[config.mk]
export PLATFORM = sky130hd
export DESIGN_NAME = lfu_rc_ctrl
export DESIGN_NICKNAME = d
export VERILOG_FILES = /design/src/design/lfu_replacement_cache_assert.svh /design/src/design/lfu_rc_pkg.sv /design/src/design/lfu_rc_ctrl.sv
export SDC_FILE = /design/constraint.sdc
export NUM_CORES = 1
export LEC_CHECK = 0
export ABC_CLOCK_PERIOD_IN_PS = 1420
export BUFFER_PORTS_ARGS = -buffer_cell sky130_fd_sc_hd__buf_2
export CAP_MARGIN = 20
export CORE_AREA = 2 2 39 41
export CTS_CLUSTER_DIAMETER = 50
export DETAILED_ROUTE_END_ITERATION = 10
export DIE_AREA = 0 0 41 43
export PLACE_DENSITY_LB_ADDON = 0.05
export SLEW_MARGIN = 30
export SYNTH_ARGS = -nofsm -noshare
export SYNTH_HDL_FRONTEND = slang
export SYNTH_SLANG_ARGS = --single-unit
export TNS_END_PERCENT = 50
[constraint.sdc]
create_clock -name clock -period 1.42 [get_ports clock]
set_input_delay 0.284 -clock clock [delete_from_list [all_inputs] [get_ports clock]]
set_output_delay 0.284 -clock clock [all_outputs]
set_load 0.01 [all_outputs]
[src/design/lfu_replacement_cache_assert.svh]
// Assertion macros shared by the LFU replacement cache modules.
// Depends on nothing; included by the files that carry assertions.
`ifndef LFU_REPLACEMENT_CACHE_ASSERT_SVH
`define LFU_REPLACEMENT_CACHE_ASSERT_SVH
`ifndef SYNTH
// Same-cycle implication checked on every clock edge outside reset.
`define LFU_ASSERT_IMPLIES(label, clk, rst, ante, cons) \
   label: assert property (@(posedge clk) disable iff (rst) (ante) |-> (cons)) \
      else $error("lfu cache check failed");
// Next-cycle implication checked on every clock edge outside reset.
`define LFU_ASSERT_NEXT(label, clk, rst, ante, cons) \
   label: assert property (@(posedge clk) disable iff (rst) (ante) |=> (cons)) \
      else $error("lfu cache check failed");
`else
`define LFU_ASSERT_IMPLIES(label, clk, rst, ante, cons)
`define LFU_ASSERT_NEXT(label, clk, rst, ante, cons)
`endif
`endif

[src/design/lfu_rc_pkg.sv]
// Package for the LFU replacement cache: sizes, the sequencer state type and
// the structs that travel between the controller, the cells and the top level.
package lfu_rc_pkg;

   localparam int CAPACITY   = 16;
   localparam int KEY_BITS   = 64;
   localparam int COUNT_BITS = 32;
   localparam int CFG_BITS   = 5;
   localparam int OCC_BITS   = $clog2(CAPACITY + 1);

   localparam logic [COUNT_BITS-1:0] COUNT_MAX = '1;
   localparam logic [COUNT_BITS-1:0] COUNT_ONE = COUNT_BITS'(1);
   localparam logic [CFG_BITS-1:0]   CAP_RESET = CFG_BITS'(16);

   // Sequencer states, one item at a time.
   typedef enum logic [2:0] {
      ST_IDLE,
      ST_MATCH,
      ST_COUNT,
      ST_ORDER,
      ST_SHIFT
   } state_type;

   // Phase strobes from the controller.
   typedef struct packed {
      logic load_key;
      logic match_en;
      logic count_en;
      logic order_en;
      logic shift_en;
   } phase_type;

   // Broadcast control for every cell of the chain.
   typedef struct packed {
      logic                  match_en;
      logic                  order_en;
      logic                  shift_en;
      logic                  remove_mode;
      logic                  any_gt;
      logic [KEY_BITS-1:0]   key;
      logic [COUNT_BITS-1:0] thr;
   } cell_ctl_type;

   // What a cell shows its neighbors.
   typedef struct packed {
      logic                  valid;
      logic                  gt;
      logic [KEY_BITS-1:0]   key;
      logic [COUNT_BITS-1:0] count;
   } cell_link_type;

endpackage

[src/design/lfu_rc_ctrl.sv]
// Sequencer for the LFU replacement cache: walks each item through the
// match, count, order and shift phases. Depends on lfu_rc_pkg.
module lfu_rc_ctrl (
   input  logic                   clock,
   input  logic                   reset,
   input  logic                   req_valid,
   input  logic                   out_free,
   output logic                   req_stall,
   output lfu_rc_pkg::phase_type  phase
);

   lfu_rc_pkg::state_type state_ff, state_in;

   // Next state.
   always_comb begin
      state_in = state_ff;
      unique case (state_ff)
         lfu_rc_pkg::ST_IDLE:  if (req_valid) state_in = lfu_rc_pkg::ST_MATCH;
         lfu_rc_pkg::ST_MATCH: state_in = lfu_rc_pkg::ST_COUNT;
         lfu_rc_pkg::ST_COUNT: state_in = lfu_rc_pkg::ST_ORDER;
         lfu_rc_pkg::ST_ORDER: state_in = lfu_rc_pkg::ST_SHIFT;
         lfu_rc_pkg::ST_SHIFT: if (out_free) state_in = lfu_rc_pkg::ST_IDLE;
         default:              state_in = lfu_rc_pkg::ST_IDLE;
      endcase
   end

   // Phase strobes and input stall.
   always_comb begin
      phase     = '0;
      req_stall = 1'b1;
      unique case (state_ff)
         lfu_rc_pkg::ST_IDLE: begin
            req_stall      = 1'b0;
            phase.load_key = req_valid;
         end
         lfu_rc_pkg::ST_MATCH: phase.match_en = 1'b1;
         lfu_rc_pkg::ST_COUNT: phase.count_en = 1'b1;
         lfu_rc_pkg::ST_ORDER: phase.order_en = 1'b1;
         lfu_rc_pkg::ST_SHIFT: phase.shift_en = out_free;
         default: begin
            phase     = '0;
            req_stall = 1'b1;
         end
      endcase
   end

   always_ff @(posedge clock) begin
      if (reset) begin
         state_ff <= lfu_rc_pkg::ST_IDLE;
      end else begin
         state_ff <= state_in;
      end
   end

endmodule

==> results.sh, run 1 <==
export IMPL_layout_cells_non_filler=48
export IMPL_overflow=0
export IMPL_slew_violations=0
export IMPL_reg2reg_depth=3
export IMPL_synthAdderAreaFrac_pct=0
export IMPL_crit_chain="or3_4 > nor2_2 > buf_2"
export IMPL_arrival_ns=1.12
export IMPL_wire_per_inst_microns=8.354
export IMPL_synth_area_per_cell_sq_um=8.758
export IMPL_grt_pass1_wl_microns=600
export IMPL_critPathCapture="phase[4]"
export IMPL_postPlaceCellArea_sq_um=229.0
export IMPL_synth_top_family_by_area="simple AND/OR/NAND/NOR gates"
export IMPL_postSynthCellCount=19
export IMPL_startpoint="state_ff[0]"
export IMPL_synth_compound_area_share_pct=6.015
export IMPL_synth_nets=23
export IMPL_diodes=0
export IMPL_cts_path_max_buffers=2
export IMPL_synth_edf_count=0
export IMPL_final_hold_viol_count=0
export IMPL_via_per_inst=3.667
export IMPL_status="completed"
export IMPL_drc=0
export IMPL_max_slew_margin_rel_pct=83.50
export IMPL_drv_cap=0
export IMPL_slowest_delay_ns=0.36
export IMPL_h_tree_depth=1
export IMPL_cp_num_buf_inv=1
export IMPL_grt_max_degree=9
export IMPL_reg_largest_list="state_ff: 3 flops"
export IMPL_crit_type="reg -> out"
export IMPL_cp_num_cells=3
export IMPL_p_per_area_mw_per_mm2=1207
export IMPL_required_ns=1.14
export IMPL_synth_area_leaders="dfxtp_1, nor3b_1, or3_4"
export IMPL_dpl_cell_count=43
export IMPL_reg2reg_slack_ns=0.46
export IMPL_clkTransAtPathRegs_ns=0.04
export IMPL_cp_top_family="simple AND/OR/NAND/NOR gates"
export IMPL_yosysTopAreaCellShare_pct=36.09
export IMPL_fp_dieH_microns=43
export IMPL_clock_latency_ns=0.23
export IMPL_largest_register="state_ff"
export IMPL_die_area_sq_mm=0.001763
export IMPL_p_leak_nw=0.1402
export IMPL_timing_rr_start="state_ff[0]"
export IMPL_async_reset_ff_share_pct=0
export IMPL_setup_violations=0
export IMPL_cp_max_fo=2
export IMPL_synth_simple_area_share_pct=44.36
export IMPL_fin_nets=37
export IMPL_cts_buffers=3
export IMPL_placementRows=14
export IMPL_fin_crit_ns=1.402
export IMPL_cts_tree="done"
export IMPL_antenna_found_initial=0
export IMPL_clock_fmax_mhz=713.1
export IMPL_place_congestion=0.6048
export IMPL_grt_use_total_pct=5.812
export IMPL_yosysMostFrequentCell="dfxtp_1"
export IMPL_min_period_over_period_pct=98.75
export IMPL_dr_first_iter_drc_count=6
export IMPL_ys_flop_type="dfxtp_1"
export IMPL_ys_seq_area_share_pct=36.09
export IMPL_rsz0062_at_grt="true"
export IMPL_largest_reg_flops=3
export IMPL_worstReg2RegEnd="state_ff[2]"
export IMPL_route_antenna_remaining_nets=0
export IMPL_synth_mux_area_share_pct=0
export IMPL_cts_root_buf="clkbuf_4"
export IMPL_yosysWarnings=0
export IMPL_grt_pass1_vias=161
export IMPL_final_area_sq_um=274.0
export IMPL_ys_types=14
export IMPL_wl_microns=401
export IMPL_area_delta_synth_final_pct=64.66
export IMPL_worstHoldPathType="in -> reg"
export IMPL_start_kind="flop"
export IMPL_max_vdd_ir_drop_mv=0.2803
export IMPL_drive_gt1_share_pct=62.50
export IMPL_cts_num_sinks=3
export IMPL_fin_util_pct=19.80
export IMPL_worstMarginPinSlew_ns=0.2440
export IMPL_cp_end_kind="output pin"
export IMPL_dr_pass1_iters=2
export IMPL_vias=176
export IMPL_fp_coreArea_sq_mm=0.001384
export IMPL_io_pins=10
export IMPL_yosysTopAreaCell="dfxtp_1"
export IMPL_synth_seq_cells=3
export IMPL_cp_slowest_cell="or3_4"
export IMPL_synth_xor_area_share_pct=5.263
export IMPL_synth_common_cells="dfxtp_1, buf_2, nor3_1, nor3b_1"
export IMPL_syn_area_sq_um=166.4
export IMPL_numPortBuffers=9
export IMPL_dieWidth_microns=41
export IMPL_start_util_pct=12.03
export IMPL_finClkSkew_ns=0.002978
where the power goes:
group,switching (mW),internal [mW]
Clock,0.0416,0.105
Sequential,0.00496,0.0935
Combinational,0.0406,0.0450
cells in the final DEF, fill, tap and decap left out:
master	netlist	layout
o21ba_1	1	1
clkbuf_4	0	3
dfxtp_2	0	2
xnor2_1	1	1
buf_2	2	9
clkbuf_1	0	1
nor2_2	1	1
nor3b_2	0	1
nor4b_1	1	1
nor2_1	1	1
buf_4	0	2
nor3_1	2	2
dfxtp_4	0	1
or3_4	1	1
nor4_1	1	1
nor3b_1	2	1
nand2_1	1	1
inv_1	1	1
and3b_1	1	1
how the worst min path moves through the flow:
stage / startpoint / end / depth (start not counted)
after floorplan: reset / state_ff[1] / 1
after global placement: reset / state_ff[1] / 2
after detailed placement: reset / state_ff[1] / 2
after CTS: reset / state_ff[0] / 2
after global routing: reset / state_ff[0] / 2
final: reset / state_ff[0] / 2
final cells by class:
cell class	count	area (sq um)
multi-input combinational	13	97.59
timing repair buffer	11	60.06
tap	16	20.02
clock buffer	4	26.28
inverter	1	3.754
sequential	3	66.31
fill	161	1110
layer usage:
layer | track usage (%) | vias up | part of all wire, %
met2 | 6.875 | 6 | 46
li1 | - | 92 | -
met1 | 5.751 | 76 | 42
met3 | 3.141 | 2 | 10
met4 | 8.000 | 0 | 1.5
met5 | 0 | - | 0
what timing repair did:
| action | 4_1_cts | 5_1_grt |
|---|---|---|
| gates resized for setup | 3 | 2 |
| setup buffers | 1 | 0 |
| hold buffers | 0 | 0 |
| setup endpoints to repair | 2 | 2 |
| hold endpoints to repair | 0 | 0 |
cells by family (layout without fill, tap and decap cells):
kind of cell / after synthesis / after routing
buf+inv: 3 / 16
flops: 3 / 3
simple gates: 11 / 11
compound gates: 1 / 1
xor+xnor: 1 / 1
metrics by stage:
step | hold slack [ns] | setup TNS [ns] | power, mW | setup WS [ns]
floorplan | 0.3606 | 0 | 0.1516 | 0.1745
global placement | 0.4865 | 0 | 0.1795 | 0.1832
CTS | 0.2317 | -0.0008301 | 0.3395 | -0.0008301
detailed placement | 0.4903 | 0 | 0.1791 | 0.1820
global route | 0.2405 | -0.03102 | 0.3571 | -0.03102
finish | 0.2386 | 0 | 0.3307 | 0.01769
Power figures use the tool's default switching activity.
==> run 2: changes to the inputs <==
--- a/config.mk
+++ b/config.mk
@@ -8,11 +8,12 @@
 export ABC_CLOCK_PERIOD_IN_PS = 1420
 export BUFFER_PORTS_ARGS = -buffer_cell sky130_fd_sc_hd__buf_2
 export CAP_MARGIN = 20
-export CORE_AREA = 2 2 39 41
+export CORE_AREA = 4 4 41 43
 export CTS_CLUSTER_DIAMETER = 50
 export DETAILED_ROUTE_END_ITERATION = 10
-export DIE_AREA = 0 0 41 43
+export DIE_AREA = 0 0 45 47
 export PLACE_DENSITY_LB_ADDON = 0.05
+export SKIP_CTS_REPAIR_TIMING = 1
 export SLEW_MARGIN = 30
 export SYNTH_ARGS = -nofsm -noshare
 export SYNTH_HDL_FRONTEND = slang
==> run 2 against run 1 <==
Effect of this change:
- register-to-register slack about the same
- critical endpoint unchanged
- sequential share of layout area down 0.46 points
- cell count unchanged
- critical path type unchanged
- clock power about the same
- largest cell class unchanged
- power up 0.78%
- critical path depth unchanged
==> results.sh, run 2 (synthesis gave the netlist of run 1 again) <==
export IMPL_clock_latency_ns=0.23
export IMPL_reg_largest_list="state_ff: 3 flops"
export IMPL_start_kind="flop"
export IMPL_via_per_inst=3.917
export IMPL_fin_nets=38
export IMPL_h_tree_depth=1
export IMPL_cp_end_kind="output pin"
export IMPL_cts_root_buf="clkbuf_4"
export IMPL_drv_cap=0
export IMPL_final_cell_mix="buf_2, clkbuf_4, buf_4"
export IMPL_status="completed"
export IMPL_min_period_over_period_pct=99.40
export IMPL_fin_setup_tns_ns=0
export IMPL_required_ns=1.14
export IMPL_dr_pass1_iters=1
export IMPL_antenna_found_initial=0
export IMPL_arrival_ns=1.13
export IMPL_p_per_area_mw_per_mm2=1216
export IMPL_rsz0062_at_grt="true"
export IMPL_diodes=0
export IMPL_route_antenna_remaining_nets=0
export IMPL_reg2reg_slack_ns=0.45
export IMPL_placementRows=13
export IMPL_overflow=0
export IMPL_start_util_pct=12.79
export IMPL_dieWidth_microns=45
export IMPL_final_hold_viol_count=0
export IMPL_finClkSkew_ns=0.00008155
export IMPL_fin_util_pct=21.06
export IMPL_grt_pass1_wl_microns=731
export IMPL_p_leak_nw=0.1415
export IMPL_vias=188
export IMPL_io_pins=10
export IMPL_largest_register="state_ff"
export IMPL_drive_gt1_share_pct=57.58
export IMPL_fp_dieH_microns=47
export IMPL_cts_tree="done"
export IMPL_worstHoldPathType="in -> reg"
export IMPL_fin_crit_ns=1.411
export IMPL_setup_violations=0
export IMPL_wl_microns=452
export IMPL_dr_first_iter_drc_count=0
export IMPL_holdWs_ns=0.2363
export IMPL_cp_max_fo=4
export IMPL_crit_type="reg -> out"
export IMPL_clkTransAtPathRegs_ns=0.04
export IMPL_drc=0
export IMPL_max_vdd_ir_drop_mv=0.6376
export IMPL_numPortBuffers=9
export IMPL_place_congestion=0.6385
export IMPL_cts_num_sinks=3
export IMPL_die_area_sq_mm=0.002115
export IMPL_grt_pass1_vias=162
export IMPL_layout_cells_non_filler=48
export IMPL_grt_use_total_pct=5.047
export IMPL_wire_per_inst_microns=9.417
export IMPL_cts_path_max_buffers=2
export IMPL_max_slew_margin_rel_pct=82.73
export IMPL_worstMarginPinSlew_ns=0.2554
export IMPL_final_common_cell="buf_2"
export IMPL_dpl_cell_count=42
export IMPL_cts_buffers=3
export IMPL_fp_coreArea_sq_mm=0.001301
export IMPL_area_delta_synth_final_pct=64.66
export IMPL_grt_max_degree=9
export IMPL_clock_fmax_mhz=708.5
export IMPL_slew_violations=0
export IMPL_largest_reg_flops=3
## run 2: cell count changes in the layout (fill, tap and decap cells not counted)
cell	previous run	this run
buf_4	2	3
dfxtp_1	0	1
dfxtp_2	2	1
nor3b_1	1	2
nor3b_2	1	0
## run 2: layout make-up
type	instances	area (sq um)
Sequential cell	3	65.06
Timing Repair Buffer	12	67.56
Fill cell	165	1027
Clock buffer	4	26.28
Inverter	1	3.754
Tap cell	15	18.77
Multi-Input combinational cell	13	92.59
## run 2: worst paths after layout
kind | to | start | depth (start not counted)
max | phase[4] | state_ff[0] | 3
min | state_ff[0] | reset | 2
max reg2reg | state_ff[2] | state_ff[0] | 3
min reg2reg | state_ff[0] | state_ff[0] | 1
## run 2: power by group
group	internal, mW	total [mW]	switching (mW)
combinational	0.0472	0.0877	0.0405
clock	0.105	0.147	0.0415
sequential	0.0928	0.0990	0.00616
## run 2: critical path, stage by stage, from the launching register on
cell and delay [ns]:
dfxtp_4 0.34, or3_4 0.36, nor2_2 0.07, buf_2 0.12
## run 2: through the flow
stage                     total power [mW]  instance area [sq um]  setup WS, ns
after floorplan                     0.1516                  166.4        0.1745
after global placement              0.1808                  227.7        0.1783
after detailed placement            0.1815                  227.7        0.1675
after CTS                           0.3368                  254.0      -0.08515
after global routing                0.3637                  274.0      -0.05809
final                               0.3333                  274.0      0.008521
## run 2: layer usage
layer / vias up / part of all wire (%) / GRT usage (%) / routed length, microns
li1: 94 / - / - / -
met1: 86 / 46 / 5.656 / 209
met2: 8 / 41 / 6.780 / 184
met3: 0 / 13 / 5.747 / 58
met4: 0 / 0 / 0 / 0
met5: - / 0 / 0 / 0
