**config.mk**
```make
export PLATFORM = sky130hd
export DESIGN_NAME = lfu_rc_cell
export DESIGN_NICKNAME = d
export VERILOG_FILES = /design/src/design/lfu_replacement_cache_assert.svh /design/src/design/lfu_rc_pkg.sv /design/src/design/lfu_rc_cell.sv
export SDC_FILE = /design/constraint.sdc
export NUM_CORES = 1
export LEC_CHECK = 0
export BUFFER_PORTS_ARGS = -buffer_cell sky130_fd_sc_hd__buf_2
export CAP_MARGIN = 20
export CORE_AREA = 2 2 155 157
export CTS_BUF_LIST = sky130_fd_sc_hd__clkbuf_16
export DETAILED_ROUTE_END_ITERATION = 8
export DIE_AREA = 0 0 157 159
export HOLD_SLACK_MARGIN = 0.1
export SLEW_MARGIN = 25
export SYNTH_ARGS = -nofsm -noshare
export SYNTH_HDL_FRONTEND = slang
export SYNTH_SLANG_ARGS = --single-unit
```
**constraint.sdc**
```tcl
create_clock -name clock -period 21.3 [get_ports clock]
set_input_delay 2.13 -clock clock [delete_from_list [all_inputs] [get_ports clock]]
set_output_delay 2.13 -clock clock [all_outputs]
set_load 0.02 [all_outputs]
```
**src/design/lfu_replacement_cache_assert.svh**
```systemverilog
// Assertion macros shared by the LFU replacement cache modules.
// Depends on nothing; included by the files that carry assertions.
`ifndef LFU_REPLACEMENT_CACHE_ASSERT_SVH
`define LFU_REPLACEMENT_CACHE_ASSERT_SVH
`ifndef SYNTH
// Same-cycle implication checked on every clock edge outside reset.
`define LFU_ASSERT_IMPLIES(label, clk, rst, ante, cons) \
   label: assert property (@(posedge clk) disable iff (rst) (ante) |-> (cons)) \
      else $error("lfu cache check failed");
// Next-cycle implication checked on every clock edge outside reset.
`define LFU_ASSERT_NEXT(label, clk, rst, ante, cons) \
   label: assert property (@(posedge clk) disable iff (rst) (ante) |=> (cons)) \
      else $error("lfu cache check failed");
`else
`define LFU_ASSERT_IMPLIES(label, clk, rst, ante, cons)
`define LFU_ASSERT_NEXT(label, clk, rst, ante, cons)
`endif
`endif

```
**src/design/lfu_rc_pkg.sv**
```systemverilog
// Package for the LFU replacement cache: sizes, the sequencer state type and
// the structs that travel between the controller, the cells and the top level.
package lfu_rc_pkg;

   localparam int CAPACITY   = 16;
   localparam int KEY_BITS   = 64;
   localparam int COUNT_BITS = 32;
   localparam int CFG_BITS   = 5;
   localparam int OCC_BITS   = $clog2(CAPACITY + 1);

   localparam logic [COUNT_BITS-1:0] COUNT_MAX = '1;
   localparam logic [COUNT_BITS-1:0] COUNT_ONE = COUNT_BITS'(1);
   localparam logic [CFG_BITS-1:0]   CAP_RESET = CFG_BITS'(16);

   // Sequencer states, one item at a time.
   typedef enum logic [2:0] {
      ST_IDLE,
      ST_MATCH,
      ST_COUNT,
      ST_ORDER,
      ST_SHIFT
   } state_type;

   // Phase strobes from the controller.
   typedef struct packed {
      logic load_key;
      logic match_en;
      logic count_en;
      logic order_en;
      logic shift_en;
   } phase_type;

   // Broadcast control for every cell of the chain.
   typedef struct packed {
      logic                  match_en;
      logic                  order_en;
      logic                  shift_en;
      logic                  remove_mode;
      logic                  any_gt;
      logic [KEY_BITS-1:0]   key;
      logic [COUNT_BITS-1:0] thr;
   } cell_ctl_type;

   // What a cell shows its neighbors.
   typedef struct packed {
      logic                  valid;
      logic                  gt;
      logic [KEY_BITS-1:0]   key;
      logic [COUNT_BITS-1:0] count;
   } cell_link_type;

endpackage

```
**src/design/lfu_rc_cell.sv**
```systemverilog
// One position of the ordered entry chain: key, use count and two flags.
// Depends on lfu_rc_pkg for the control and neighbor link structs.
module lfu_rc_cell (
   input  logic                           clock,
   input  logic                           reset,
   input  lfu_rc_pkg::cell_ctl_type       ctl,
   input  logic                           valid,
   input  logic                           ge_p,
   input  logic                           after_p,
   input  lfu_rc_pkg::cell_link_type      lo,
   input  lfu_rc_pkg::cell_link_type      hi,
   output lfu_rc_pkg::cell_link_type      link_out,
   output logic                           match
);

   logic [lfu_rc_pkg::KEY_BITS-1:0]   key_ff, key_in;
   logic [lfu_rc_pkg::COUNT_BITS-1:0] count_ff, count_in;
   logic                              match_ff, match_in;
   logic                              gt_ff, gt_in;
   logic                              take_new, take_hi, take_lo;

   // Shift decisions from this cell's flags and its two neighbors.
   always_comb begin
      take_new = 1'b0;
      take_hi  = 1'b0;
      take_lo  = 1'b0;
      if (ctl.remove_mode) begin
         // The entry leaves its place; later entries slide down until the
         // first one whose count is above the new count.
         take_new = (hi.gt && !gt_ff) || (!ctl.any_gt && valid && !hi.valid);
         take_hi  = ge_p && hi.valid && !hi.gt;
      end else begin
         // A new entry goes in before the first count above one.
         take_new = (gt_ff && !lo.gt) || (!ctl.any_gt && !valid && lo.valid);
         take_lo  = lo.gt;
      end
   end

   // Next values of the entry and flags for each phase.
   always_comb begin
      key_in   = key_ff;
      count_in = count_ff;
      match_in = match_ff;
      gt_in    = gt_ff;
      if (ctl.match_en) begin
         match_in = valid && (key_ff == ctl.key);
      end
      if (ctl.order_en) begin
         gt_in = valid && (count_ff > ctl.thr) && (!ctl.remove_mode || after_p);
      end
      if (ctl.shift_en) begin
         if (take_new) begin
            key_in   = ctl.key;
            count_in = ctl.thr;
         end else if (take_hi) begin
            key_in   = hi.key;
            count_in = hi.count;
         end else if (take_lo) begin
            key_in   = lo.key;
            count_in = lo.count;
         end
      end
   end

   // Flags are control state; the entry itself needs no reset.
   always_ff @(posedge clock) begin
      if (reset) begin
         match_ff <= 1'b0;
         gt_ff    <= 1'b0;
      end else begin
         match_ff <= match_in;
         gt_ff    <= gt_in;
      end
   end

   always_ff @(posedge clock) begin
      key_ff   <= key_in;
      count_ff <= count_in;
   end

   assign link_out.valid = valid;
   assign link_out.gt    = gt_ff;
   assign link_out.key   = key_ff;
   assign link_out.count = count_ff;
   assign match          = match_ff;

endmodule

```
==> metrics list, run 1 <==
- Counting the fill cells in the layout gives 2287.
- Setup violations remaining at the end of the flow were counted as 0.
- Grouping stages by cell kind, the critical path spends the most delay in buffers and inverters.
- Sequential fraction of the synthesis area: 42.6%
- Number of iterations in the first detailed-routing pass: 4
- Global routing finished with a remaining overflow of 0.
- Vias in the first global route: 6002
* Setup Total Neg Slack: 0 ns
- After synthesis the cells add up to 0.00686 sq mm.
- By startpoint and endpoint, the worst setup path is classified as input port to flop.
- Worst-case clock buffer depth: 2
* Core area: 0.0232 sq mm
- Routed WL: about 22000 um
* Unique cell type count in the Yosys netlist: 42
- In the routed design, unresolved DRC markers number 0.
- At the worst endpoint, the required time is 21.28 ns.
- The floorplan has 56 rows.
- The clock arrives with 0.0122 ns of skew.
* Number of buffers added on ports: 400
- Placer's final routability congestion estimate: 0.905
- Post-Syn Nets: 888
* Cell accounting for the most synthesized area: sky130_fd_sc_hd__edfxtp_1
* Maximum frequency from static timing analysis: 0.216 GHz
* # hold bufs at CTS: 0
- Flops & latches, synth: 98
- The path class of the tightest hold or removal check is flop to flop.
- The final count of pins violating max slew was 0.
- Data arrival, critical path: between 4 and 5 ns
- Mean routed wirelength per cell: ~17 um
- Nets@finish: around 1300
- The die covers 0.0250 sq mm.
- CP peak stage delay: 0.66 ns
- Cells traversed along the worst timing path: buf_2 > inv_1 > o21ai_0 > a32oi_1 > o2bb2a_4 > a31oi_4 > buf_4 > buf_4
- Type of origin of the critical path: input port
- The worst setup path is captured at a flop.
- Share of the synthesized area in the top cell type: 42.0%
- The initial antenna violation count was 3.
* Mean area per synthesized cell: 12.4 sq um
- The most numerous cell type found on the critical path is sky130_fd_sc_hd__buf_4.
- For this design the ratio of total power to cell area is 59.9 mW/mm^2.
- The flow ran to the end, and the final reports show no timing, DRC or antenna violations.
- In this run, synthesis inferred 96 flip-flops with an integrated enable.
* Number of warnings issued by yosys: 0
- Across the run, the number of max-cap violations was 0.
* Y dimension of the die: 159 um
- The initial utilization of the core area, before any placement, comes to 29.6%.
* Number of violations reported at the end of detailed-routing iteration 0: 241
* Via/cell ratio: approximately 4.6
* Share of the clock period used by the worst path after layout: 21.7%
* Die span in x: 157 um
* RSZ-0062 raised after global routing: no
- Total number of H-tree levels: 3
- Area growth from synthesis to final layout: 37.8%
- Clock latency at the later pin of the worst-skew pair: between 0.3 and 0.4 ns
- Top-Level Pins: between 400 and 500
- Detailed placement finished with a half-perimeter wire length of 17900 um.
- PnR Total Power: about 0.00057 W
- Once detail routing completed, the nets flagged for antenna violations numbered 0.
- By count the netlist is led by sky130_fd_sc_hd__mux2_2 (118), sky130_fd_sc_hd__edfxtp_1 (96), sky130_fd_sc_hd__mux2i_1 (74).
- Main area contributors after synthesis: sky130_fd_sc_hd__edfxtp_1 (42%), sky130_fd_sc_hd__mux2_2 (19%), sky130_fd_sc_hd__mux2i_1 (11%)
- Crit path buf inv count: 4
- Post CTS Setup Buffer Count: 0
- Number of instances in the synthesized netlist: about 550
- Counting flops with an async set or reset pin after synthesis yields a share of 0%.
- CP max-delay cell: sky130_fd_sc_hd__buf_4
- Total number of vias: 5883
* Worst-case headroom to the max-slew limit: between 40% and 50%
- In the final layout, the share of cells above drive strength 1 is 56.7%.
- Final Hold Fails: 0
- Wire length of the first global-routing pass: 33400 um
- Across every metal layer, demand over resource in global routing totals 17.6%.
* # clock sinks: 98
- Count leader, synth: sky130_fd_sc_hd__mux2_2
- Among all flip-flop cells after synthesis, the most frequent one is sky130_fd_sc_hd__edfxtp_1.
- Entering global routing, the biggest net connects 51 pins.
- The root buffer cell chosen for the clock tree is sky130_fd_sc_hd__clkbuf_16.
* Critical path fanouts, max: 50
* Maximum resistive drop on vdd: ~28 uV
* Standby leakage power: ~4.6 nW
- TritonCTS created 9 clock buffers.
* Count of instances resized after the clock tree is built: 0
* Clk pin slew, worst setup/hold paths: 0.07 ns
* Min Clock Period, post-route: around 4.6 ns
- Clock tree from TritonCTS: built
- Transition time of the tightest slew-check pin: 0.869 ns
[stage by stage]
step	hold WS (ns)	util, %	cells	setup WS (ns)	instance area, sq um
floorplan	0.533	-	554	12.61	6860
global placement	0.448	39.5	1255	16.29	9150
detailed placement	0.456	39.5	1255	16.27	9150
CTS	0.481	40.7	1271	16.62	9440
global route	0.510	40.7	1273	16.40	9450
finish	0.475	40.7	1273	16.67	9450
[report_power, final]
part	switching (W)	leakage, nW	internal, W
combinational	0.0000792	3.49	0.0000729
clock	0.0000798	0.145	0.0000912
sequential	0.00000957	0.927	0.000234
[worst paths after layout]
check | from | end | slack (ns) | depth (start not counted)
hold reg to reg | match | match | 0.48 | 2
setup / recovery | hi[96] | count_ff[27] | 16.67 | 8
setup reg to reg | gt_ff | count_ff[27] | 18.20 | 6
hold / removal | match | match | 0.48 | 2
[flip-flops by register name (all words and copies together) (netlist names)]
register  flops
key_ff       64
count_ff     32
gt_ff         1
match         1
[metal layers]
metal | vias up | GRT usage [%] | part of all wire [%]
li1 | 2864 | - | -
met1 | 2733 | 21.9 | 42
met2 | 244 | 29.9 | 49
met3 | 42 | 3.59 | 6.7
met4 | 0 | 6.21 | 2.5
met5 | - | 0 | 0
[cell families (layout without fill, tap and decap cells)]
logic type,after synthesis,after routing,synth area share (%)
compound gates,45,45,4.60
xor+xnor,45,45,5.75
fa+ha+maj,32,32,5.84
buf+inv,76,474,5.35
flops,98,98,42.6
mux,192,192,30.2
other cells,0,2,0
simple gates,66,66,5.66
[cell usage in the layout, fill, tap and decap left out, types with 3 or more instances in the layout]
cell / instances
sky130_fd_sc_hd__nand4_1: 20
sky130_fd_sc_hd__mux2i_1: 74
sky130_fd_sc_hd__buf_4: 5
sky130_fd_sc_hd__buf_2: 400
sky130_fd_sc_hd__o21ai_0: 4
sky130_fd_sc_hd__ha_1: 32
sky130_fd_sc_hd__xnor2_1: 43
sky130_fd_sc_hd__nor2_1: 3
sky130_fd_sc_hd__nand2_1: 7
sky130_fd_sc_hd__mux2_2: 118
sky130_fd_sc_hd__nor2b_1: 11
sky130_fd_sc_hd__edfxtp_1: 96
sky130_fd_sc_hd__o22ai_1: 5
sky130_fd_sc_hd__inv_1: 54
sky130_fd_sc_hd__nor4_1: 9
sky130_fd_sc_hd__a21oi_1: 13
sky130_fd_sc_hd__nand3_1: 4
sky130_fd_sc_hd__clkbuf_16: 9
sky130_fd_sc_hd__a21o_1: 4
sky130_fd_sc_hd__nand2b_1: 8
[final cells by class]
cell class                      instances  area [sq um]  share of cell area (%)
Clock inverter                          7          67.6                   0.715
Antenna cell                            2          5.00                  0.0530
Multi-Input combinational cell        380          3590                    38.0
Inverter                               53           199                    2.11
Timing Repair Buffer                  405          2040                    21.6
Clock buffer                            9           225                    2.38
Sequential cell                        98          2920                    30.9
Tap cell                              319           399                    4.22
[worst register-to-register path, delay by kind of cell, from the launching register on]
kind	cells	cell delay, ns
AOI/OAI and AO/OA	4	1.10
buffers and inverters	2	1.23
DFF	1	0.34
(Power assumes the default switching activity.)
==> inputs of run 2 (changes only) <==
- clock period: 21.3 -> 4.4 ns (I/O delays scaled with it)
==> run 2 against run 1 <==
Net effect: total power rose to 4.7 times the previous value; critical path depth decreased by 3; clock skew is 0.00095 ns lower; flip-flop and latch count did not move; die area unchanged; sequential power rose to 4.9 times the previous value; cell count about the same; sequential share of layout area hardly changed; core utilization is essentially flat; count of clock-buffer cells in the layout stayed put; critical endpoint is now key_ff[12]; largest power group unchanged.
==> metrics list, run 2 (same netlist as run 1, synthesis figures left out) <==
- Outcome: finished, final reports clean (unchanged)
- CP max-delay cell: sky130_fd_sc_hd__o2bb2a_4 (was sky130_fd_sc_hd__buf_4)
- Y dimension of the die: 159 um (unchanged)
- The slew of the pin with the lowest slew margin came to 0.944 ns (was 0.869 ns).
- Final setup violation count: 0 (unchanged)
- The number of placement rows was 56 (unchanged).
- Worst-case clock buffer depth: 2 (unchanged)
* Number of antenna violations at the first check in global routing: 3 (unchanged)
* Die span in x: 157 um (unchanged)
- The starting density of the core came to 29.6% (unchanged).
* Maximum resistive drop on vdd: 147 uV (was 28.1 uV)
- The via total after detailed routing came to 5845 (was 5883).
- The detailed router's first-iteration violation count was 230 (was 241).
- Min Clock Period, post-route: 2.73 ns
- RSZ-0062 raised after global routing: no (unchanged).
* Detail Placement HPWL: 18200 um (was 17900 um)
- Die outline area: 0.0250 sq mm (unchanged)
- Cells traversed along the worst timing path: o21ai_0 > a32oi_1 > o2bb2a_4 > buf_4 > mux2_2 (was buf_2 > inv_1 > o21ai_0 > a32oi_1 > o2bb2a_4 > a31oi_4 > buf_4 > buf_4)
- Nets@finish: 1281 (unchanged)
* Data arrival, critical path: 2.83 ns (was 4.61 ns)
- Flip-flop count of the largest register after layout: 64 (unchanged)
- Worst-case headroom to the max-slew limit: 37.0% (was 42.1%)
* Placed Cells: 1255 (unchanged)
- Number of non-filler instances in the completed layout: 1274 (was 1273)
- Internal reg-to-reg setup slack: 1.67 ns (was 18.20 ns)
- The maximum number of pins on one net before global-route repair is 98 (was 51).
* Placer's final routability congestion estimate: 0.797 (was 0.905)
- The H-tree depth is 3 (unchanged).
- # clock sinks: 98 (unchanged)
* Critical path fanouts, max: 52 (was 50)
- DRT antenna net count: 0 (unchanged)
- Regs by FF count: key_ff x64, count_ff x32 (unchanged)
- The gate family responsible for the most delay along the worst path was compound AO/OA/AOI/OAI gates (was buffers and inverters).
- Root buffer cell: sky130_fd_sc_hd__clkbuf_16 (unchanged)
* Power per unit of standard cell area: 283 mW/mm^2 (was 59.9 mW/mm^2)
- The buffering stage count on the worst path with inverters included was 1 (was 4).
- Mean routed wirelength per cell: 17.4 um (was 17.5 um)
- The setup slack at placement is 1.40 ns (was 16.27 ns).
* Post CTS Setup Buffer Count: 0 (unchanged)
* Count of maximum capacitance violations: 0 (unchanged)
- The final critical path takes up 62.2% of the cycle.
- The clock insertion delay at the later pin of the skew report is 0.35 ns (about the same).
* Wire length of the first global-routing pass: 33100 um (was 33400 um)
* PnR Total Power: 0.00267 W (was 0.000566 W)
- The met2 track demand over resource in global routing is 30.8% (was 29.9%).
* Required time of the critical path: 4.49 ns (was 21.28 ns)
- The number of hold violations in the final report is 0 (unchanged).
- The critical path class is flop to flop (was input port to flop).
- The maximum cell stage delay along the critical path came to 0.79 ns (was 0.66 ns).
- The clock transition time at the flip-flop clock pins of the worst setup and hold paths was 0.08 ns (was 0.07 ns).
* Most Used Layer, Global Route: met2 (unchanged)
* Highest-count cells in the layout ignoring fill and taps: sky130_fd_sc_hd__buf_2 (400), sky130_fd_sc_hd__mux2_2 (118), sky130_fd_sc_hd__edfxtp_1 (96), sky130_fd_sc_hd__mux2i_1 (74), sky130_fd_sc_hd__inv_1 (54) (unchanged)
* Total track usage: 17.3% (was 17.6%)
- The total wirelength of the detailed-routed design is 22200 um (about the same).
- The global routing met3 resource utilization was 2.67% (was 3.59%).
* Standby leakage power: 4.55 nW (was 4.56 nW)
- The placeable core region was 0.0232 sq mm (unchanged).
- Vias in the first global route: 5981 (was 6002)
* Clock tree from TritonCTS: built (unchanged)
* Class of the tightest hold or removal check: input port to flop (was flop to flop)
- Fin worst setup slack: 1.67 ns (was 16.67 ns)
- The TritonCTS buffer count is 9 (unchanged).
- Maximum frequency from static timing analysis: between 0.3 and 0.4 GHz
* Overflow left after global routing: 0 (unchanged)
* Area taken by flip-flops and latches: 0.00292 sq mm (unchanged)
- DR DRC count: 0 (unchanged)
- Number of iterations in the first detailed-routing pass: 4 (unchanged)
* Top-Level Pins: 401 (unchanged)
* Worst Skew: 0.0112 ns (was 0.0122 ns)
- Setup Total Neg Slack: 0 ns (unchanged)
- Number of buffers added on ports: 400 (unchanged)
* Via/cell ratio: 4.59 (was 4.62)
* Count of instances resized after the clock tree is built: 0 (unchanged)
* # hold bufs at CTS: 0 (unchanged)
* Met1 routing resource usage after global routing: 21.2% (was 21.9%)
- Fraction of final layout cells sized beyond drive strength 1: 56.7% (unchanged)
* Area growth from synthesis to final layout: 37.7% (was 37.8%)
* Number of filler cells placed in the layout: 2294 (was 2287)
- Largest register by flop count: key_ff (unchanged)
- Critical path endpoint category: flop (unchanged)
- The final count of pins violating max slew came to 0 (unchanged).
- The area used by multi-input combinational logic came to 0.00359 sq mm (unchanged).
* Type of origin of the critical path: flop (was input port)
- Most common cell after layout, fill and taps aside: sky130_fd_sc_hd__buf_2 (unchanged)
## run 2: path summary, 6_finish.rpt
check,depth (start not counted),from,endpoint
worst max-delay path,5,gt_ff,key_ff[12]
worst min-delay path,2,reset,gt_ff
worst max register to register,5,gt_ff,key_ff[12]
worst min register to register,2,match,match
## run 2: area by class of cell
cell class	count	share of cell area (%)
flip-flops and latches	98	31.0
multi-input cells	380	38.0
repair buffers	405	21.7
well taps	319	4.23
clock buffers	9	2.39
diodes	3	0.0795
clock inverters	7	0.477
inverters	53	2.11
## run 2: report_power, final
| part | switching (W) | internal (W) |
|---|---|---|
| registers | 0.0000455 | 0.00113 |
| clock network | 0.000370 | 0.000383 |
| logic | 0.000388 | 0.000355 |
## run 2: routing by layer
metal	vias to the layer above	part of all wire (%)
li1	2861	-
met1	2731	42
met2	234	50
met3	19	6.0
met4	0	1.7
met5	-	0
## run 2: metrics by stage
step	util, %	hold WS (ns)	area [sq um]
floorplan	-	0.512	6870
global placement	39.5	0.438	9160
detailed placement	39.5	0.450	9160
CTS	40.7	0.248	9430
global route	40.7	0.248	9440
finish	40.7	0.271	9440
==> inputs of run 3 (changes only) <==
- clock period: 4.4 -> 2.8 ns (I/O delays scaled with it)
==> run 3 against run 2 <==
Net effect: flip-flop and latch count unchanged; register-to-register slack worse by 0.88 ns; total power up 64%; cell count up 0.31%; maximum frequency up 36%; routed wire length down 0.43%; critical path depth unchanged; first-iteration DRC count up 28%; largest power group unchanged; highest routed layer unchanged.
==> metrics list, run 3 (same netlist as run 1, synthesis figures left out) <==
- The die height is 159 um (unchanged).
- Total number of vias: 5794 (was 5845)
- Crit path buf inv count: 1 (unchanged)
- DR DRC count: 0 (unchanged)
* Share of the clock period used by the worst path after layout: 71.9% (was 62.2%)
* Vias in the first global route: 6149 (was 5981)
- Count of instances resized after the clock tree is built: 0 (unchanged)
- Category of the critical setup timing path: flop to flop (unchanged)
- The critical path capture point type is a flop (unchanged).
* Area of placed instances: 0.00927 sq mm (was 0.00916 sq mm)
* PnR Total Power: 0.00439 W (was 0.00267 W)
* Most common cell after layout, fill and taps aside: sky130_fd_sc_hd__buf_2 (unchanged)
- Total number of placement rows: 56 (unchanged)
- Worst-case headroom to the max-slew limit: 41.0% (was 37.0%)
* Top-Level Pins: 401 (unchanged)
* Routed WL: 22100 um (was 22200 um)
* Final setup violation count: 0 (unchanged)
- DRT antenna net count: 0 (unchanged)
- The power per cell area came to 457 mW/mm^2 (was 283 mW/mm^2).
* Type of origin of the critical path: flop (unchanged)
- The reported leakage power is 4.63 nW (was 4.55 nW).
* # clock sinks: 98 (unchanged)
- The final count of pins violating max slew was 0 (unchanged).
- # hold bufs at CTS: 0 (unchanged)
- Total non-filler cell area in the finished layout: 0.00959 sq mm (was 0.00944 sq mm)
- The total iterations of the first detailed-routing run is 4 (unchanged).
- The clock transition time at the flip-flop clock pins of the worst setup and hold paths came to 0.07 ns (was 0.08 ns).
- Pin count of the biggest net entering global routing: 60 (was 98)
- Worst hold slack across all endpoints: 0.131 ns (was 0.271 ns)
- The slew of the pin with the lowest slew margin is 0.876 ns (was 0.944 ns).
- The first-pass GRT wire length is 33100 um (about the same).
- CP peak stage delay: 0.53 ns (was 0.79 ns)
* Root buffer cell: sky130_fd_sc_hd__clkbuf_16 (unchanged)
- The worst vdd rail ir drop came to 284 uV (was 147 uV).
* Mean routed wirelength per cell: 17.3 um (was 17.4 um)
- Min Clock Period, post-route: 2.01 ns (was 2.73 ns)
- The weighted congestion reported at the end of routability-driven placement was 0.853 (was 0.797).
- The library cell contributing the largest single delay on the critical path is sky130_fd_sc_hd__a31oi_4 (was sky130_fd_sc_hd__o2bb2a_4).
* Worst Skew: 0.0106 ns (was 0.0112 ns)
- Largest register by flop count: key_ff (unchanged)
* Kind of cell with the highest combined delay on the critical path: compound AO/OA/AOI/OAI gates (unchanged)
* Core area: 0.0232 sq mm (unchanged)
- The TritonCTS buffer count came to 9 (unchanged).
- The global router's overall resource usage is 17.3% (about the same).
* Outcome: finished, final reports clean (unchanged)
* Data arrival, critical path: 2.05 ns (was 2.83 ns)
- Regs by FF count: key_ff x64, count_ff x32 (unchanged).
* Detail Placement HPWL: 18400 um (was 18200 um)
* Nets@finish: 1287 (was 1281)
- Die outline area: 0.0250 sq mm (unchanged)
- The H-tree depth was 3 (unchanged).
- Number of violations reported at the end of detailed-routing iteration 0: 294 (was 230)
- The CTS tree is built (unchanged).
* RSZ-0062 raised after global routing: no (unchanged)
* Highest-count cells in the layout ignoring fill and taps: sky130_fd_sc_hd__buf_2 (400), sky130_fd_sc_hd__mux2_2 (118), sky130_fd_sc_hd__edfxtp_1 (96), sky130_fd_sc_hd__mux2i_1 (74), sky130_fd_sc_hd__inv_1 (54) (unchanged)
* Post-placement worst setup slack: 0.655 ns (was 1.40 ns)
- The clock insertion delay at the later pin of the skew report is 0.35 ns (about the same).
* Count of maximum capacitance violations: 0 (unchanged)
- Cells traversed along the worst timing path: o21ai_1 > a32oi_1 > o2bb2a_4 > a31oi_4 > buf_12 (was o21ai_0 > a32oi_1 > o2bb2a_4 > buf_4 > mux2_2)
- Flip-flop count of the largest register after layout: 64 (unchanged)
* Final Hold Fails: 0 (unchanged)
* Die span in x: 157 um (unchanged)
- The largest buffer count on any clock path is 2 (unchanged).
- The required time of the worst setup path is 2.84 ns (was 4.49 ns).
* Number of buffers added on ports: 400 (unchanged)
- The starting density of the core is 29.6% (unchanged).
- The maximum operating frequency is 0.497 GHz (was 0.366 GHz).
- The number of buffers inserted by post-CTS setup repair is 0 (unchanged).
* Area growth from synthesis to final layout: 39.9% (was 37.7%)
- Fraction of final layout cells sized beyond drive strength 1: 57.1% (was 56.7%)
- The utilization after layout is 41.4% (was 40.7%).
- The via count normalized by instance count came to 4.53 (was 4.59).
- Number of antenna violations at the first check in global routing: 1 (was 3)
* Overflow left after global routing: 0 (unchanged)
- Fin worst setup slack: 0.786 ns (was 1.67 ns)
- Critical path fanouts, max: 28 (was 52)
* Class of the tightest hold or removal check: input port to flop (unchanged)
run 3: power by group:
part / total, W / switching [W] / internal, W
registers: 0.00185 / 0.0000746 / 0.00178
logic: 0.00119 / 0.000610 / 0.000579
clock network: 0.00135 / 0.000564 / 0.000784
run 3: through the flow:
step | instances | TNS [ns]
2_1_floorplan | 554 | -48.66
3_3_place_gp | 1261 | 0
3_5_place_dp | 1261 | 0
4_1_cts | 1277 | 0
5_1_grt | 1278 | 0
6_report | 1278 | 0
run 3: routing by layer:
metal	vias up	wire length, um	GRT usage, %
met2	208	10900	30.2
li1	2878	-	-
met1	2688	9620	21.5
met3	20	1230	3.21
met5	-	0	0
met4	0	374	5.63
run 3: final timing paths:
kind	cells past startpoint	end	slack [ns]	startpoint
max	5	count_ff[7]	0.79	gt_ff
max reg2reg	5	count_ff[7]	0.79	gt_ff
min reg2reg	2	match	0.48	match
min	2	gt_ff	0.13	reset
run 3: layout make-up:
type,count,area (sq um)
Inverter,53,199
Tap cell,319,399
Fill cell,2275,13600
Antenna cell,1,2.50
Multi-Input combinational cell,380,3590
Clock buffer,9,225
Sequential cell,98,2920
Timing Repair Buffer,411,2160
Clock inverter,7,93.8
